File: src/rtl/postfix_invariant_evaluator_top_assert.svh
// Assertion macros used by the evaluator back end.
`ifndef POSTFIX_INVARIANT_EVALUATOR_TOP_ASSERT_SVH
`define POSTFIX_INVARIANT_EVALUATOR_TOP_ASSERT_SVH

// Condition holds at every clock edge outside reset.
`define PIE_ASSERT_ALWAYS(name, ck, rn, cond) \
	name: assert property (@(posedge ck) disable iff (!rn) (cond)) \
		else $error("invariant violated");

// Antecedent implies consequent in the same cycle.
`define PIE_ASSERT_IMPLIES(name, ck, rn, ante, cons) \
	name: assert property (@(posedge ck) disable iff (!rn) (ante) |-> (cons)) \
		else $error("implication violated");

// Antecedent implies consequent in the next cycle.
`define PIE_ASSERT_NEXT(name, ck, rn, ante, cons) \
	name: assert property (@(posedge ck) disable iff (!rn) (ante) |=> (cons)) \
		else $error("next-cycle implication violated");

`endif

File: src/rtl/pie_pkg.sv
// Types and codes shared by the postfix invariant evaluator.
package pie_pkg;

	localparam logic [1:0] KIND_CONST = 2'd0;
	localparam logic [1:0] KIND_ATTR  = 2'd1;
	localparam logic [1:0] KIND_INT   = 2'd2;
	localparam logic [1:0] KIND_BOOL  = 2'd3;
	localparam logic [1:0] KIND_OPER  = 2'd2;

	localparam logic [1:0] CMD_NODE = 2'd0;
	localparam logic [1:0] CMD_VIEW = 2'd1;
	localparam logic [1:0] CMD_MAP  = 2'd2;

	localparam logic [1:0] CL_NOP  = 2'd0;
	localparam logic [1:0] CL_VIEW = 2'd1;
	localparam logic [1:0] CL_MAP  = 2'd2;
	localparam logic [1:0] CL_NODE = 2'd3;

	localparam logic [2:0] ST_OK     = 3'd0;
	localparam logic [2:0] ST_UNDER  = 3'd1;
	localparam logic [2:0] ST_OVER   = 3'd2;
	localparam logic [2:0] ST_LOOKUP = 3'd3;
	localparam logic [2:0] ST_DIVZ   = 3'd4;

	localparam logic [3:0] OP_AND     = 4'd0;
	localparam logic [3:0] OP_IMPLY   = 4'd1;
	localparam logic [3:0] OP_OR      = 4'd2;
	localparam logic [3:0] OP_DIFFER  = 4'd3;
	localparam logic [3:0] OP_EQUAL   = 4'd4;
	localparam logic [3:0] OP_GREATER = 4'd5;
	localparam logic [3:0] OP_LOWER   = 4'd6;
	localparam logic [3:0] OP_DIV     = 4'd7;
	localparam logic [3:0] OP_MINUS   = 4'd8;
	localparam logic [3:0] OP_MOD     = 4'd9;
	localparam logic [3:0] OP_MUL     = 4'd10;
	localparam logic [3:0] OP_PLUS    = 4'd11;

	typedef struct packed {
		logic [1:0]  kind;
		logic [31:0] val;
		logic        neg;
		logic [15:0] hash;
		logic [7:0]  quant;
	} operand_t;

	typedef struct packed {
		logic [7:0]  conn;
		logic [15:0] hash;
		logic [7:0]  quant;
		logic [7:0]  target;
	} map_entry_t;

	typedef struct packed {
		logic [1:0]  cls;
		logic [1:0]  kind;
		logic [31:0] value;
		logic        negated;
		logic [15:0] hash;
		logic [7:0]  quant;
		logic [3:0]  op;
		logic        last;
		logic [3:0]  slot;
		logic [7:0]  conn;
		logic [7:0]  target;
		logic        fresh;
	} item_t;

endpackage

File: src/rtl/pie_ram.sv
// Generic single-write, single-read RAM with registered read data.
module pie_ram #(
	parameter int WIDTH = 32,
	parameter int DEPTH = 16
) (
	input  logic                                     clk,
	input  logic                                     we,
	input  logic [((DEPTH > 1) ? $clog2(DEPTH) : 1)-1:0] waddr,
	input  logic [WIDTH-1:0]                         wdata,
	input  logic [((DEPTH > 1) ? $clog2(DEPTH) : 1)-1:0] raddr,
	output logic [WIDTH-1:0]                         rdata
);

	logic [WIDTH-1:0] mem_q [DEPTH];
	logic [WIDTH-1:0] rdata_q;

	always_ff @(posedge clk) begin
		if (we) begin
			mem_q[waddr] <= wdata;
		end
		rdata_q <= mem_q[raddr];
	end

	assign rdata = rdata_q;

endmodule

File: src/rtl/pie_div.sv
// Iterative unsigned restoring divider, one quotient bit per cycle.
module pie_div (
	input  logic        clk,
	input  logic        arst_n,
	input  logic        start,
	input  logic [31:0] dividend,
	input  logic [31:0] divisor,
	output logic        done,
	output logic [31:0] quotient,
	output logic [31:0] remainder
);

	logic        busy_q;
	logic [5:0]  cnt_q;
	logic        done_q;
	logic [32:0] rem_q;
	logic [31:0] quo_q;
	logic [31:0] div_q;
	logic [32:0] rem_sh;
	logic [32:0] diff;

	assign rem_sh = {rem_q[31:0], quo_q[31]};
	assign diff   = rem_sh - {1'b0, div_q};

	always_ff @(posedge clk or negedge arst_n) begin
		if (!arst_n) begin
			busy_q <= 1'b0;
			cnt_q  <= '0;
			done_q <= 1'b0;
		end else begin
			done_q <= busy_q && (cnt_q == 6'd1);
			if (start) begin
				busy_q <= 1'b1;
				cnt_q  <= 6'd32;
			end else if (busy_q) begin
				cnt_q <= cnt_q - 6'd1;
				if (cnt_q == 6'd1) begin
					busy_q <= 1'b0;
				end
			end
		end
	end

	always_ff @(posedge clk) begin
		if (start) begin
			rem_q <= '0;
			quo_q <= dividend;
			div_q <= divisor;
		end else if (busy_q) begin
			if (!diff[32]) begin
				rem_q <= diff;
				quo_q <= {quo_q[30:0], 1'b1};
			end else begin
				rem_q <= rem_sh;
				quo_q <= {quo_q[30:0], 1'b0};
			end
		end
	end

	assign done      = done_q;
	assign quotient  = quo_q;
	assign remainder = rem_q[31:0];

endmodule

File: src/rtl/pie_front.sv
// Front end: input acceptance, command classification and a two-entry queue.
module pie_front #(
	parameter int VIEW_ENTRIES = 16,
	parameter int MAP_DEPTH    = 16
) (
	input  logic                clk,
	input  logic                arst_n,
	input  logic                in_valid,
	output logic                in_stall,
	input  logic [1:0]          command,
	input  logic [1:0]          node_kind,
	input  logic [31:0]         value,
	input  logic                negated,
	input  logic [15:0]         attr_hash,
	input  logic [7:0]          quantifier,
	input  logic [3:0]          op_code,
	input  logic                last_node,
	input  logic [3:0]          slot,
	input  logic [7:0]          connective_number,
	input  logic [7:0]          target_index,
	input  logic                fresh,
	output logic                q_valid,
	input  logic                q_pop,
	output pie_pkg::item_t      q_item
);

	pie_pkg::item_t item;
	pie_pkg::item_t q_mem_q [2];
	logic           wr_ptr_q;
	logic           rd_ptr_q;
	logic [1:0]     qcnt_q;
	logic           accept;
	logic           push;

	always_comb begin
		item.kind    = node_kind;
		item.value   = value;
		item.negated = negated;
		item.hash    = attr_hash;
		item.quant   = quantifier;
		item.op      = op_code;
		item.last    = last_node;
		item.slot    = slot;
		item.conn    = connective_number;
		item.target  = target_index;
		item.fresh   = fresh;
		case (command)
			pie_pkg::CMD_NODE: item.cls = pie_pkg::CL_NODE;
			pie_pkg::CMD_VIEW: item.cls = (9'(slot) < 9'(VIEW_ENTRIES)) ?
				pie_pkg::CL_VIEW : pie_pkg::CL_NOP;
			pie_pkg::CMD_MAP:  item.cls = (9'(slot) < 9'(MAP_DEPTH)) ?
				pie_pkg::CL_MAP : pie_pkg::CL_NOP;
			default:           item.cls = pie_pkg::CL_NOP;
		endcase
	end

	assign in_stall = (qcnt_q == 2'd2);
	assign accept   = in_valid && !in_stall;
	// out-of-range writes and unknown commands are dropped here
	assign push     = accept && (item.cls != pie_pkg::CL_NOP);
	assign q_valid  = (qcnt_q != 2'd0);
	assign q_item   = q_mem_q[rd_ptr_q];

	always_ff @(posedge clk or negedge arst_n) begin
		if (!arst_n) begin
			wr_ptr_q <= 1'b0;
			rd_ptr_q <= 1'b0;
			qcnt_q   <= '0;
		end else begin
			if (push) begin
				wr_ptr_q <= !wr_ptr_q;
			end
			if (q_pop) begin
				rd_ptr_q <= !rd_ptr_q;
			end
			qcnt_q <= qcnt_q + 2'(push) - 2'(q_pop);
		end
	end

	always_ff @(posedge clk) begin
		if (push) begin
			q_mem_q[wr_ptr_q] <= item;
		end
	end

endmodule

File: src/rtl/pie_back.sv
// Back end: table writes, operand stack, attribute lookup and operators.
module pie_back #(
	parameter int STACK_DEPTH  = 16,
	parameter int VIEW_ENTRIES = 16,
	parameter int MAP_DEPTH    = 16
) (
	input  logic           clk,
	input  logic           arst_n,
	input  logic [4:0]     map_count,
	input  logic           q_valid,
	output logic           q_pop,
	input  pie_pkg::item_t q_item,
	output logic           out_valid,
	input  logic           out_stall,
	output logic [31:0]    out_value,
	output logic           out_bool,
	output logic [2:0]     out_status
);

`include "postfix_invariant_evaluator_top_assert.svh"

	localparam int CW  = $clog2(STACK_DEPTH + 1);
	localparam int SAW = $clog2(STACK_DEPTH);
	localparam int VAW = (VIEW_ENTRIES > 1) ? $clog2(VIEW_ENTRIES) : 1;
	localparam int MAW = (MAP_DEPTH > 1) ? $clog2(MAP_DEPTH) : 1;
	localparam int MIW = $clog2(MAP_DEPTH + 1);
	localparam int OPW = $bits(pie_pkg::operand_t);
	localparam int MEW = $bits(pie_pkg::map_entry_t);

	localparam logic [3:0] S_IDLE  = 4'd0;
	localparam logic [3:0] S_RDB   = 4'd1;
	localparam logic [3:0] S_RDA   = 4'd2;
	localparam logic [3:0] S_CAPA  = 4'd3;
	localparam logic [3:0] S_RES   = 4'd4;
	localparam logic [3:0] S_MRD   = 4'd5;
	localparam logic [3:0] S_MCMP  = 4'd6;
	localparam logic [3:0] S_VRD   = 4'd7;
	localparam logic [3:0] S_EXEC  = 4'd8;
	localparam logic [3:0] S_DIV   = 4'd9;
	localparam logic [3:0] S_PUSH  = 4'd10;
	localparam logic [3:0] S_FIN   = 4'd11;
	localparam logic [3:0] S_FINRD = 4'd12;
	localparam logic [3:0] S_OUT   = 4'd13;

	// control state
	logic [3:0]             state_q, state_d;
	logic [CW-1:0]          cnt_q, cnt_d;
	logic [7:0]             conn_q, conn_d;
	logic [2:0]             err_q, err_d;
	logic                   which_q, which_d;
	logic                   out_valid_q;
	logic [VIEW_ENTRIES-1:0] fresh_q;

	// payload
	pie_pkg::item_t         item_q, item_d;
	pie_pkg::operand_t      o1_q, o1_d, o2_q, o2_d, cur, top;
	logic [31:0]            va_q, va_d, vb_q, vb_d;
	logic [MIW-1:0]         midx_q, midx_d, lim;
	logic [31:0]            res_q, res_d;
	logic [1:0]             reskind_q, reskind_d;
	logic                   aneg_q, aneg_d, qneg_q, qneg_d;
	logic [31:0]            fin_val_q, fin_val_d;
	logic                   fin_bool_q, fin_bool_d;
	logic [31:0]            out_val_q;
	logic                   out_bool_q;
	logic [2:0]             out_st_q;

	// memories
	logic                   stk_we;
	logic [SAW-1:0]         stk_waddr, stk_raddr;
	logic [OPW-1:0]         stk_wdata, stk_rdata;
	logic                   view_we;
	logic [VAW-1:0]         view_waddr, view_raddr;
	logic [31:0]            view_rdata;
	logic                   map_we;
	logic [MAW-1:0]         map_raddr;
	logic [MEW-1:0]         map_wdata, map_rdata;
	pie_pkg::map_entry_t    mentry, mwr;
	pie_pkg::operand_t      pushed;

	// divider
	logic                   div_start, div_done;
	logic [31:0]            div_a, div_b, div_q, div_r;

	logic                   out_load;
	logic [31:0]            rsv, rsv_neg;
	logic                   neg_ok;
	logic                   hit;
	logic                   tgt_ok;

	assign cur    = which_q ? o2_q : o1_q;
	assign top    = pie_pkg::operand_t'(stk_rdata);
	assign mentry = pie_pkg::map_entry_t'(map_rdata);
	assign lim    = (8'(map_count) > 8'(MAP_DEPTH)) ? MIW'(MAP_DEPTH) : MIW'(map_count);
	assign hit    = (mentry.conn == conn_q) && (mentry.hash == cur.hash) &&
		(mentry.quant == cur.quant);
	assign tgt_ok = (9'(mentry.target) < 9'(VIEW_ENTRIES)) &&
		fresh_q[mentry.target[VAW-1:0]];
	assign view_raddr = mentry.target[VAW-1:0];
	assign map_raddr  = midx_q[MAW-1:0];

	// resolved operand value, negated for arithmetic and compare operators when its flag is set
	assign rsv     = (state_q == S_VRD) ? view_rdata : cur.val;
	assign neg_ok  = (item_q.op > pie_pkg::OP_OR) && cur.neg;
	assign rsv_neg = neg_ok ? (32'd0 - rsv) : rsv;

	assign out_load = (state_q == S_OUT) && (!out_valid_q || !out_stall);

	always_comb begin
		mwr.conn   = q_item.conn;
		mwr.hash   = q_item.hash;
		mwr.quant  = q_item.quant;
		mwr.target = q_item.target;
		map_wdata  = MEW'(mwr);
	end

	always_comb begin
		state_d    = state_q;
		cnt_d      = cnt_q;
		conn_d     = conn_q;
		err_d      = err_q;
		which_d    = which_q;
		item_d     = item_q;
		o1_d       = o1_q;
		o2_d       = o2_q;
		va_d       = va_q;
		vb_d       = vb_q;
		midx_d     = midx_q;
		res_d      = res_q;
		reskind_d  = reskind_q;
		aneg_d     = aneg_q;
		qneg_d     = qneg_q;
		fin_val_d  = fin_val_q;
		fin_bool_d = fin_bool_q;
		q_pop      = 1'b0;
		stk_we     = 1'b0;
		stk_waddr  = cnt_q[SAW-1:0];
		stk_raddr  = cnt_q[SAW-1:0];
		pushed     = '0;
		view_we    = 1'b0;
		view_waddr = VAW'(q_item.slot);
		map_we     = 1'b0;
		div_start  = 1'b0;
		div_a      = va_q[31] ? (32'd0 - va_q) : va_q;
		div_b      = vb_q[31] ? (32'd0 - vb_q) : vb_q;

		case (state_q)
			S_IDLE: begin
				if (q_valid) begin
					q_pop  = 1'b1;
					item_d = q_item;
					case (q_item.cls)
						pie_pkg::CL_VIEW: begin
							view_we = 1'b1;
						end
						pie_pkg::CL_MAP: begin
							map_we = 1'b1;
						end
						pie_pkg::CL_NODE: begin
							if (q_item.last) begin
								state_d = S_FIN;
							end
							if (err_q == pie_pkg::ST_OK) begin
								if (q_item.kind == pie_pkg::KIND_CONST ||
									q_item.kind == pie_pkg::KIND_ATTR) begin
									if (cnt_q >= CW'(STACK_DEPTH)) begin
										err_d = pie_pkg::ST_OVER;
									end else begin
										stk_we       = 1'b1;
										pushed.kind  = q_item.kind;
										pushed.val   = q_item.value;
										pushed.neg   = q_item.negated;
										pushed.hash  = q_item.hash;
										pushed.quant = q_item.quant;
										cnt_d        = cnt_q + CW'(1);
									end
								end else if (q_item.kind == pie_pkg::KIND_OPER) begin
									if (cnt_q < CW'(2)) begin
										err_d = pie_pkg::ST_UNDER;
									end else begin
										cnt_d   = cnt_q - CW'(2);
										state_d = S_RDB;
										if (q_item.op <= pie_pkg::OP_OR) begin
											conn_d = conn_q + 8'd1;
										end
									end
								end
							end
						end
						default: begin
						end
					endcase
				end
			end
			S_RDB: begin
				stk_raddr = SAW'(cnt_q + CW'(1));
				state_d   = S_RDA;
			end
			S_RDA: begin
				o2_d    = top;
				state_d = S_CAPA;
			end
			S_CAPA: begin
				o1_d    = top;
				which_d = 1'b0;
				state_d = S_RES;
			end
			S_RES: begin
				if (cur.kind == pie_pkg::KIND_ATTR) begin
					midx_d  = '0;
					state_d = S_MRD;
				end else begin
					if (which_q) begin
						vb_d    = rsv_neg;
						state_d = S_EXEC;
					end else begin
						va_d    = rsv_neg;
						which_d = 1'b1;
					end
				end
			end
			S_MRD: begin
				if (midx_q >= lim) begin
					err_d   = pie_pkg::ST_LOOKUP;
					state_d = item_q.last ? S_FIN : S_IDLE;
				end else begin
					state_d = S_MCMP;
				end
			end
			S_MCMP: begin
				if (hit) begin
					if (tgt_ok) begin
						state_d = S_VRD;
					end else begin
						err_d   = pie_pkg::ST_LOOKUP;
						state_d = item_q.last ? S_FIN : S_IDLE;
					end
				end else begin
					midx_d  = midx_q + MIW'(1);
					state_d = S_MRD;
				end
			end
			S_VRD: begin
				if (which_q) begin
					vb_d    = rsv_neg;
					state_d = S_EXEC;
				end else begin
					va_d    = rsv_neg;
					which_d = 1'b1;
					state_d = S_RES;
				end
			end
			S_EXEC: begin
				reskind_d = pie_pkg::KIND_BOOL;
				state_d   = S_PUSH;
				case (item_q.op)
					pie_pkg::OP_AND:     res_d = 32'((va_q != '0) && (vb_q != '0));
					pie_pkg::OP_IMPLY:   res_d = 32'((va_q == '0) || (vb_q != '0));
					pie_pkg::OP_OR:      res_d = 32'((va_q != '0) || (vb_q != '0));
					pie_pkg::OP_DIFFER:  res_d = 32'(va_q != vb_q);
					pie_pkg::OP_EQUAL:   res_d = 32'(va_q == vb_q);
					pie_pkg::OP_GREATER: res_d = 32'($signed(va_q) > $signed(vb_q));
					pie_pkg::OP_LOWER:   res_d = 32'($signed(va_q) < $signed(vb_q));
					pie_pkg::OP_MINUS: begin
						reskind_d = pie_pkg::KIND_INT;
						res_d     = va_q - vb_q;
					end
					pie_pkg::OP_MUL: begin
						reskind_d = pie_pkg::KIND_INT;
						res_d     = va_q * vb_q;
					end
					pie_pkg::OP_PLUS: begin
						reskind_d = pie_pkg::KIND_INT;
						res_d     = va_q + vb_q;
					end
					pie_pkg::OP_DIV, pie_pkg::OP_MOD: begin
						reskind_d = pie_pkg::KIND_INT;
						if (vb_q == '0) begin
							err_d   = pie_pkg::ST_DIVZ;
							state_d = item_q.last ? S_FIN : S_IDLE;
						end else begin
							div_start = 1'b1;
							aneg_d    = va_q[31];
							qneg_d    = va_q[31] ^ vb_q[31];
							state_d   = S_DIV;
						end
					end
					default: begin
						reskind_d = pie_pkg::KIND_INT;
						res_d     = '0;
					end
				endcase
			end
			S_DIV: begin
				if (div_done) begin
					if (item_q.op == pie_pkg::OP_DIV) begin
						res_d = qneg_q ? (32'd0 - div_q) : div_q;
					end else begin
						res_d = aneg_q ? (32'd0 - div_r) : div_r;
					end
					state_d = S_PUSH;
				end
			end
			S_PUSH: begin
				stk_we      = 1'b1;
				pushed.kind = reskind_q;
				pushed.val  = res_q;
				cnt_d       = cnt_q + CW'(1);
				state_d     = item_q.last ? S_FIN : S_IDLE;
			end
			S_FIN: begin
				fin_val_d  = '0;
				fin_bool_d = 1'b0;
				if (err_q == pie_pkg::ST_OK && cnt_q != '0) begin
					stk_raddr = SAW'(cnt_q - CW'(1));
					state_d   = S_FINRD;
				end else begin
					state_d = S_OUT;
				end
			end
			S_FINRD: begin
				// an unresolved attribute on top reports zero
				if (top.kind != pie_pkg::KIND_ATTR) begin
					fin_val_d  = top.val;
					fin_bool_d = (top.kind == pie_pkg::KIND_BOOL);
				end
				state_d = S_OUT;
			end
			S_OUT: begin
				if (out_load) begin
					cnt_d   = '0;
					conn_d  = '0;
					err_d   = pie_pkg::ST_OK;
					state_d = S_IDLE;
				end
			end
			default: begin
				state_d = S_IDLE;
			end
		endcase
		stk_wdata = OPW'(pushed);
	end

	always_ff @(posedge clk or negedge arst_n) begin
		if (!arst_n) begin
			state_q     <= S_IDLE;
			cnt_q       <= '0;
			conn_q      <= '0;
			err_q       <= pie_pkg::ST_OK;
			which_q     <= 1'b0;
			out_valid_q <= 1'b0;
			fresh_q     <= '0;
		end else begin
			state_q <= state_d;
			cnt_q   <= cnt_d;
			conn_q  <= conn_d;
			err_q   <= err_d;
			which_q <= which_d;
			if (out_load) begin
				out_valid_q <= 1'b1;
			end else if (!out_stall) begin
				out_valid_q <= 1'b0;
			end
			if (view_we) begin
				fresh_q[view_waddr] <= q_item.fresh;
			end
		end
	end

	always_ff @(posedge clk) begin
		item_q     <= item_d;
		o1_q       <= o1_d;
		o2_q       <= o2_d;
		va_q       <= va_d;
		vb_q       <= vb_d;
		midx_q     <= midx_d;
		res_q      <= res_d;
		reskind_q  <= reskind_d;
		aneg_q     <= aneg_d;
		qneg_q     <= qneg_d;
		fin_val_q  <= fin_val_d;
		fin_bool_q <= fin_bool_d;
		if (out_load) begin
			out_val_q  <= fin_val_q;
			out_bool_q <= fin_bool_q;
			out_st_q   <= err_q;
		end
	end

	pie_ram #(.WIDTH(OPW), .DEPTH(STACK_DEPTH)) u_stack (
		.clk   (clk),
		.we    (stk_we),
		.waddr (stk_waddr),
		.wdata (stk_wdata),
		.raddr (stk_raddr),
		.rdata (stk_rdata)
	);

	pie_ram #(.WIDTH(32), .DEPTH(VIEW_ENTRIES)) u_view (
		.clk   (clk),
		.we    (view_we),
		.waddr (view_waddr),
		.wdata (q_item.value),
		.raddr (view_raddr),
		.rdata (view_rdata)
	);

	pie_ram #(.WIDTH(MEW), .DEPTH(MAP_DEPTH)) u_map (
		.clk   (clk),
		.we    (map_we),
		.waddr (MAW'(q_item.slot)),
		.wdata (map_wdata),
		.raddr (map_raddr),
		.rdata (map_rdata)
	);

	pie_div u_div (
		.clk       (clk),
		.arst_n    (arst_n),
		.start     (div_start),
		.dividend  (div_a),
		.divisor   (div_b),
		.done      (div_done),
		.quotient  (div_q),
		.remainder (div_r)
	);

	assign out_valid  = out_valid_q;
	assign out_value  = out_val_q;
	assign out_bool   = out_bool_q;
	assign out_status = out_st_q;

	`PIE_ASSERT_ALWAYS(a_cnt_range, clk, arst_n, cnt_q <= CW'(STACK_DEPTH))
	`PIE_ASSERT_IMPLIES(a_push_room, clk, arst_n, state_q == S_PUSH, cnt_q < CW'(STACK_DEPTH))
	`PIE_ASSERT_NEXT(a_clear_after_report, clk, arst_n, out_load, (cnt_q == '0) && (conn_q == '0) && (err_q == pie_pkg::ST_OK))

endmodule

File: src/rtl/postfix_invariant_evaluator_top.sv
// Top level of the postfix invariant evaluator: map_count register and front/back wiring.
// Evaluates postfix invariant expressions one node per transaction. A view or mapping
// write is done as the back end pops it. A constant or attribute is pushed as it is
// popped; on the last node the back end then reads the top of stack and presents the
// result. An operator reads both operands, resolves each, executes and pushes its result.
// Each attribute operand adds a map read and compare for every mapping slot searched
// (at most min(map_count, MAP_DEPTH)) and a view read. div and mod also wait for the
// bit-serial divider. The mapping search and the divider set the worst case. A two-entry
// queue lets the input keep taking transactions while the back end works, and the result
// register holds a finished result while the next node is already being processed. No
// clearing pass follows reset; map_count may be written whenever the block is idle.
module postfix_invariant_evaluator_top #(
	parameter int STACK_DEPTH  = 16,
	parameter int VIEW_ENTRIES = 16,
	parameter int MAP_DEPTH    = 16
) (
	input  logic               clk,
	input  logic               arst_n,
	input  logic               in_valid,
	output logic               in_stall,
	input  logic [1:0]         command,
	input  logic [1:0]         node_kind,
	input  logic signed [31:0] value,
	input  logic               negated,
	input  logic [15:0]        attr_hash,
	input  logic [7:0]         quantifier,
	input  logic [3:0]         op_code,
	input  logic               last_node,
	input  logic [3:0]         slot,
	input  logic [7:0]         connective_number,
	input  logic [7:0]         target_index,
	input  logic               fresh,
	output logic               out_valid,
	input  logic               out_stall,
	output logic signed [31:0] result_value,
	output logic               result_is_bool,
	output logic [2:0]         status,
	input  logic               cfg_valid,
	output logic               cfg_ready,
	input  logic [4:0]         cfg_data
);

	logic [4:0]     map_count_q;
	logic           q_valid;
	logic           q_pop;
	pie_pkg::item_t q_item;
	logic [31:0]    out_value;

	assign cfg_ready = 1'b1;

	always_ff @(posedge clk or negedge arst_n) begin
		if (!arst_n) begin
			map_count_q <= '0;
		end else if (cfg_valid && cfg_ready) begin
			map_count_q <= cfg_data;
		end
	end

	pie_front #(
		.VIEW_ENTRIES (VIEW_ENTRIES),
		.MAP_DEPTH    (MAP_DEPTH)
	) u_front (
		.clk               (clk),
		.arst_n            (arst_n),
		.in_valid          (in_valid),
		.in_stall          (in_stall),
		.command           (command),
		.node_kind         (node_kind),
		.value             (value),
		.negated           (negated),
		.attr_hash         (attr_hash),
		.quantifier        (quantifier),
		.op_code           (op_code),
		.last_node         (last_node),
		.slot              (slot),
		.connective_number (connective_number),
		.target_index      (target_index),
		.fresh             (fresh),
		.q_valid           (q_valid),
		.q_pop             (q_pop),
		.q_item            (q_item)
	);

	pie_back #(
		.STACK_DEPTH  (STACK_DEPTH),
		.VIEW_ENTRIES (VIEW_ENTRIES),
		.MAP_DEPTH    (MAP_DEPTH)
	) u_back (
		.clk        (clk),
		.arst_n     (arst_n),
		.map_count  (map_count_q),
		.q_valid    (q_valid),
		.q_pop      (q_pop),
		.q_item     (q_item),
		.out_valid  (out_valid),
		.out_stall  (out_stall),
		.out_value  (out_value),
		.out_bool   (result_is_bool),
		.out_status (status)
	);

	assign result_value = $signed(out_value);

endmodule

File: config.mk
export PLATFORM = sky130hd
export DESIGN_NAME = postfix_invariant_evaluator_top
export DESIGN_NICKNAME = d
export VERILOG_FILES = /design/src/rtl/pie_pkg.sv /design/src/rtl/pie_ram.sv /design/src/rtl/pie_div.sv /design/src/rtl/pie_front.sv /design/src/rtl/pie_back.sv /design/src/rtl/postfix_invariant_evaluator_top.sv
export VERILOG_INCLUDE_DIRS = /design/src /design/src/rtl
export SDC_FILE = /design/constraint.sdc
export NUM_CORES = 2
export LEC_CHECK = 0
export BUFFER_PORTS_ARGS = -buffer_cell sky130_fd_sc_hd__buf_4
export CAP_MARGIN = 20
export CORE_ASPECT_RATIO = 1.5
export CORE_MARGIN = 5
export CORE_UTILIZATION = 35
export DETAILED_ROUTE_END_ITERATION = 8
export SETUP_SLACK_MARGIN = 0.2
export SYNTH_ARGS = -nofsm -noshare
export SYNTH_HDL_FRONTEND = slang
export SYNTH_SLANG_ARGS = --single-unit
File: constraint.sdc
create_clock -name clk -period 10.25 [get_ports clk]
set_clock_uncertainty 0.2 [all_clocks]
set_input_delay 1.5375 -clock clk [delete_from_list [all_inputs] [get_ports clk]]
set_output_delay 1.5375 -clock clk [all_outputs]
set_load 0.05 [all_outputs]
Yosys cells after proc, flatten, opt, wreduce, memory -nomap -nowiden
Memories as Yosys holds them, arrays and structs flattened. A register that Yosys moved wholly into a read port is not among the register bits. Index checks and enable logic that the tools add are counted.

Multiplexer cells: 131. Magnitude comparators: 12. Reduce and logical (&&, ||, !) cells: 54. Equal/unequal tests: 67. Bitwise operators: 2. $add $sub $neg: 16. $mul: 1.

Operator list (number): two-way mux 32 bit (15); two-way mux 59 bit (6); case mux 32 bit (11 select lines) (1); case mux 32 bit (2 select lines) (4); subtractor 1 x 32 -> 32 bit, first input constant (5); two-way mux 4 bit (19); case mux 34 bit (2 select lines) (1); logical NOT 32 bit (2); two-way mux 8 bit (8); nonzero test 32 bit (2); case mux 4 bit (14 select lines) (1); two-way mux 5 bit (11); equality test 4 bit, second input constant (10); two-way mux 3 bit (13); two-way mux 1 bit (36); subtractor 33 x 32 -> 33 bit (1); adder 32 bit (1); equality test 32 bit (1); equality test 4 x 3 -> 1 bit, second input constant (8); > comparator 32 bit (1); less-than comparator 32 bit (1); multiplier 32 x 32 -> 32 bit (1); inequality test 32 bit (1); subtractor 32 bit (1); other kinds (61) (133).

Word-level logic and storage cells: 329. Bits of input ports: 97. RAM bits: 2270. Register bits: 448. Memories: 4.

Memory list: u_back.u_stack.mem_q (depth 16, bits a word 59, rd ports 1, clocked after memory_dff 1, wr ports 1, line pie_ram.sv:14) `logic [WIDTH-1:0] mem_q [DEPTH];`; u_back.u_map.mem_q (depth 16, bits a word 40, rd ports 1, clocked after memory_dff 1, wr ports 1, line pie_ram.sv:14); u_back.u_view.mem_q (depth 16, bits a word 32, rd ports 1, clocked after memory_dff 1, wr ports 1, line pie_ram.sv:14); u_front.q_mem_q (depth 2, bits a word 87, rd ports 1, clocked after memory_dff 0, wr ports 1, line pie_front.sv:28) `pie_pkg::item_t q_mem_q [2];`.

Longest topological paths before layout
An unclocked memory read counts as a cell.

Depth after elaboration: 10. Depth in mapped cells: 29.

By module
Synthesis repeated with hierarchy kept, for this count alone.

Cells, all modules: 8201. Area, all modules: 131469.8 um^2.

Modules (own cells, without submodules): pie_back (cells each 3896, instances 1, area each 37158.1 um^2, sequential area each 9839.4 um^2); pie_ram at u_back.u_stack (cells each 1522, instances 1, area each 36456.2 um^2, sequential area each 29528.3 um^2); pie_ram at u_back.u_map (cells each 1040, instances 1, area each 25131.6 um^2, sequential area each 20019.2 um^2); pie_ram at u_back.u_view (cells each 838, instances 1, area each 19835.3 um^2, sequential area each 16015.4 um^2); pie_front (cells each 291, instances 1, area each 6561.3 um^2, sequential area each 5325.1 um^2); pie_div (cells each 602, instances 1, area each 6134.6 um^2, sequential area each 2762.6 um^2); postfix_invariant_evaluator_top (cells each 12, instances 1, area each 192.7 um^2, sequential area each 125.1 um^2).

Worst setup path after synthesis
No wires, ideal clock.

Path kind: register -> register. Start: register u_back.vb_q[2]. End: register u_back.res_q[30] (data pin). Data required time: 9.787 ns. Arrival: 7.153 ns. Period minus slack after synthesis: 7.616 ns. Setup slack: 2.634 ns. Path buffers: 3. Cell stages (with the launch flop): 27. Cell sequence: edfxtp_1 clkbuf_1 clkbuf_1 and2_1 fa_1 inv_1 fa_1 fa_1 fa_1 inv_1 fa_1 inv_1 fa_1 inv_1 fa_1 fa_1 ha_1 clkbuf_1 a21o_1 a21o_1 a21oi_1 o21ai_0 or3_1 o221ai_1 a21oi_1 a41o_1 a2111o_1.

Cells in the longest elaborated chain, start to end: 3. Elaborated cells on any way between the ends: 5. Classes of those cells: 2 x add/sub; 1 x mul; 2 x mux.

Ends and longest elaborated chain: start: declaration (line pie_back.sv:57) `logic [31:0] va_q, va_d, vb_q, vb_d;`; start signal: assignment (line pie_back.sv:375) `vb_q <= vb_d;`; multiplier 32 x 32 -> 32 bit (tied with other cells) (line pie_back.sv:270) `res_d = va_q * vb_q;`; case mux 32 bit (11 select lines) (*) (line pie_back.sv:256) `case (item_q.op)`; case mux 32 bit (2 select lines) (*) (line pie_back.sv:147) `case (state_q)`; net u_back.res_d[30] (line pie_back.sv:59) `logic [31:0] res_q, res_d;`; end signal: assignment (line pie_back.sv:377) `res_q <= res_d;`; end: declaration (line pie_back.sv:59).

The timed path passes the listed nets; every way through them passes the cells marked *. A chain may end at the register's enable or synchronous reset.

Final worst setup path
Start: register u_back.va_q[0]. End: register u_back.res_q[31] (data pin).

Cells in the longest elaborated chain, start to end: 3. Elaborated cells on any way between the ends: 5. Classes of those cells: 2 x add/sub; 1 x mul; 2 x mux.

Ends and longest elaborated chain: start: declaration (line pie_back.sv:57); start signal: assignment (line pie_back.sv:374) `va_q <= va_d;`; multiplier 32 x 32 -> 32 bit (tied with other cells) (line pie_back.sv:270); case mux 32 bit (11 select lines) (*) (line pie_back.sv:256); case mux 32 bit (2 select lines) (*) (line pie_back.sv:147); net u_back.res_d[31] (line pie_back.sv:59).

Marked as above.

==> reports/results.txt <==
Vias in the first global route: 78008
TritonCTS clock tree: yes
Root Buffer: clkbuf_16
WL per Instance: 28.27 um
Fin worst setup slack: 1438 ps
Critical path data arrival time: 9190 ps
Final WL: 388800 um
Hold Crit Class: register to register
Unique masters post-synth: 88
Placement Setup Slack: 1516 ps
Max-slew violations: 0
Row Count: 275
IO buf count: 134
Syn-to-layout area delta: 12.90%
Critical path required time: 10620 ps
Final setup vio count: 0
Post-route ant nets: 0
Clk_lat worst skew: 860 ps
Maxcap violations: 0
Core Region: 374000 um2
Post-CTS Resized: 0
Initial drt markers: 6439
Unrepaired setup endpoints after global routing: no
TritonCTS buffer count: 272
Placement Cell Area: 139100 um2
# fillers: 34003
# IOs: 136
Endpoint type of the worst setup path: register
Most used flip-flop cell after synthesis: edfxtp_1
Clk slew on worst S/H paths: 70 ps
Reg area: 83630 um2
Fin. Hold Viols: 0
Synth warn: 0
Post-layout min period: 8812 ps
Finished Core Util: 39.69%
Sequential share of the synthesized area: 63.60%
Register bit total from synthesis: 2848
TNS Setup: 0 ps
Initial antenna violation count: 22
GP Congestion: 0.9744
Vias per inst: 5.411
Worst-case clock buffer depth: 4
Layout cells sized above 1: 17.06%
EDFF count, synth: 2630
Post-Syn Area: 131500 um2
Largest net degree at the start of global routing: 129
Critical path class: register to register
Final #Nets: 9290
Final Cell Area: 148400 um2
Commonest non-fill, non-tap cell in the layout: edfxtp_1
Fin crit share: 85.97%
Area of the multi-input gates: 44670 um2
Slew at the pin closest to its max-slew limit: 1268 ps
Vias: 74423
GR Util All Layers: 19.58%
Crit path max fanout: 15
Syn_nets: 9131
Slew HR: 15.47%
Die span in y: 760.6 um
HPWL Detailed: 249300 um
Post-synthesis async set-or-reset flop share: 1.931%
Highest clock rate: 113.5 MHz
Cts hold-fix bufs: 0
CP Launch Type: register
Setup bufs post-CTS: 0
Die area: 388200 um2
Mapped Cells: 8382
Die width: 510.4 um
H-tree Lvls: 5
Syn_area_per_cell: 15.68 um2
1st-pass router iterations: 8
Most frequent cells in the layout: 2630 x edfxtp_1, 531 x nand2_1, 528 x inv_1
Remaining DRCs: 0
Clock Sinks: 2848
Starting Density: 35.15%
First-pass GRT wire length: 555200 um
GRT overflow: 0
Status: complete, no violations
## worst max-delay path, stage by stage, from the launching register on
cell	delay, ps
edfxtp_1	760
buf_8	250
clkinv_1	480
buf_4	430
nor2_1	170
fa_1	430
ha_1	220
fa_1	470
ha_1	200
fa_1	480
inv_1	60
fa_1	530
inv_1	50
fa_1	490
fa_1	410
ha_1	400
o21ai_0	120
o21ai_0	300
o2111ai_1	180
nor3b_1	160
a21oi_1	570
a41oi_1	280
nor4b_1	210
nor4_1	340
o21a_1	160
o2111ai_1	100
## path summary, 6_finish.rpt
path	startpoint	end	slack (ps)	cells after the start
setup / recovery	u_back.va_q[0]	u_back.res_q[31]	1440	25
max in group asynchronous	arst_n	u_front.rd_ptr_q	8570	1
min in group asynchronous	arst_n	u_back.err_q[1]	610	1
setup reg to reg	u_back.va_q[0]	u_back.res_q[31]	1440	25
hold reg to reg	u_back.u_stack.rdata[11]	u_back.o1_q[11]	190	0
hold / removal	u_back.u_stack.rdata[11]	u_back.o1_q[11]	190	0
## flip-flops by register name (all words and copies together) (netlist names), 32 cells and up
signal,flops
u_back.va_q,32
u_back.u_div.div_q,32
u_back.fin_val_q,32
u_back.u_map.mem_q,640
u_back.out_value,32
u_back.vb_q,32
u_front.q_mem_q,174
u_back.u_stack.rdata,59
u_back.o2_q,59
u_back.u_div.quotient,32
u_back.u_map.rdata,40
u_back.u_view.mem_q,512
u_back.o1_q,59
u_back.u_stack.mem_q,944
u_back.u_view.rdata,32
u_back.res_q,32
u_back.u_div.rem_q,32
## stage by stage
step	std cells	hold WS, ps
2_1_floorplan	8382	200.3
3_5_place_dp	13247	205.9
3_3_place_gp	13244	204.9
6_report	13753	190.6
4_1_cts	13739	187.3
5_1_grt	13746	199.3
## cell families after synthesis
kind of cell    after synthesis  share of synthesized area, %
flops                      2848                         63.60
simple gates               1532                         5.711
fa+ha+maj                   652                         8.552
xor+xnor                    323                         2.152
compound gates             1166                         5.733
mux                         881                         11.42
buf+inv                     979                         2.828
other cells                   1                      0.002852
## per-layer routing
layer | vias up | global-route usage [%] | part of all wire [%]
met5 | - | 0 | 0.0069
met4 | 4 | 9.489 | 5.7
met3 | 795 | 2.696 | 5.6
met2 | 2617 | 34.95 | 52
met1 | 39218 | 23.10 | 37
li1 | 31789 | - | -
## area by class of cell
cell class | instances | share of cell area (%)
diodes | 8 | 0.01349
clock buffers | 348 | 5.038
clock inverters | 144 | 1.160
inverters | 530 | 1.340
multi-input cells | 4555 | 30.09
flip-flops and latches | 2848 | 56.35
well taps | 4986 | 4.203
repair buffers | 334 | 1.806
## cells in the mapped netlist (200+ instances only)
| cell type | number | share of area [%] |
|---|---|---|
| nor2_1 | 291 | 0.83 |
| and2_1 | 301 | 1.4 |
| clkbuf_1 | 352 | 1.0 |
| edfxtp_1 | 2630 | 60 |
| a21oi_1 | 283 | 1.1 |
| mux4_2 | 481 | 8.2 |
| nand2_1 | 534 | 1.5 |
| xnor2_1 | 200 | 1.3 |
| o21ai_0 | 322 | 1.2 |
| fa_1 | 411 | 6.3 |
| mux2i_1 | 257 | 2.0 |
| inv_1 | 528 | 1.5 |
| ha_1 | 241 | 2.3 |
Power is not shown: default switching activity piles up to over one toggle a cycle in this logic, so the estimate is an artifact.
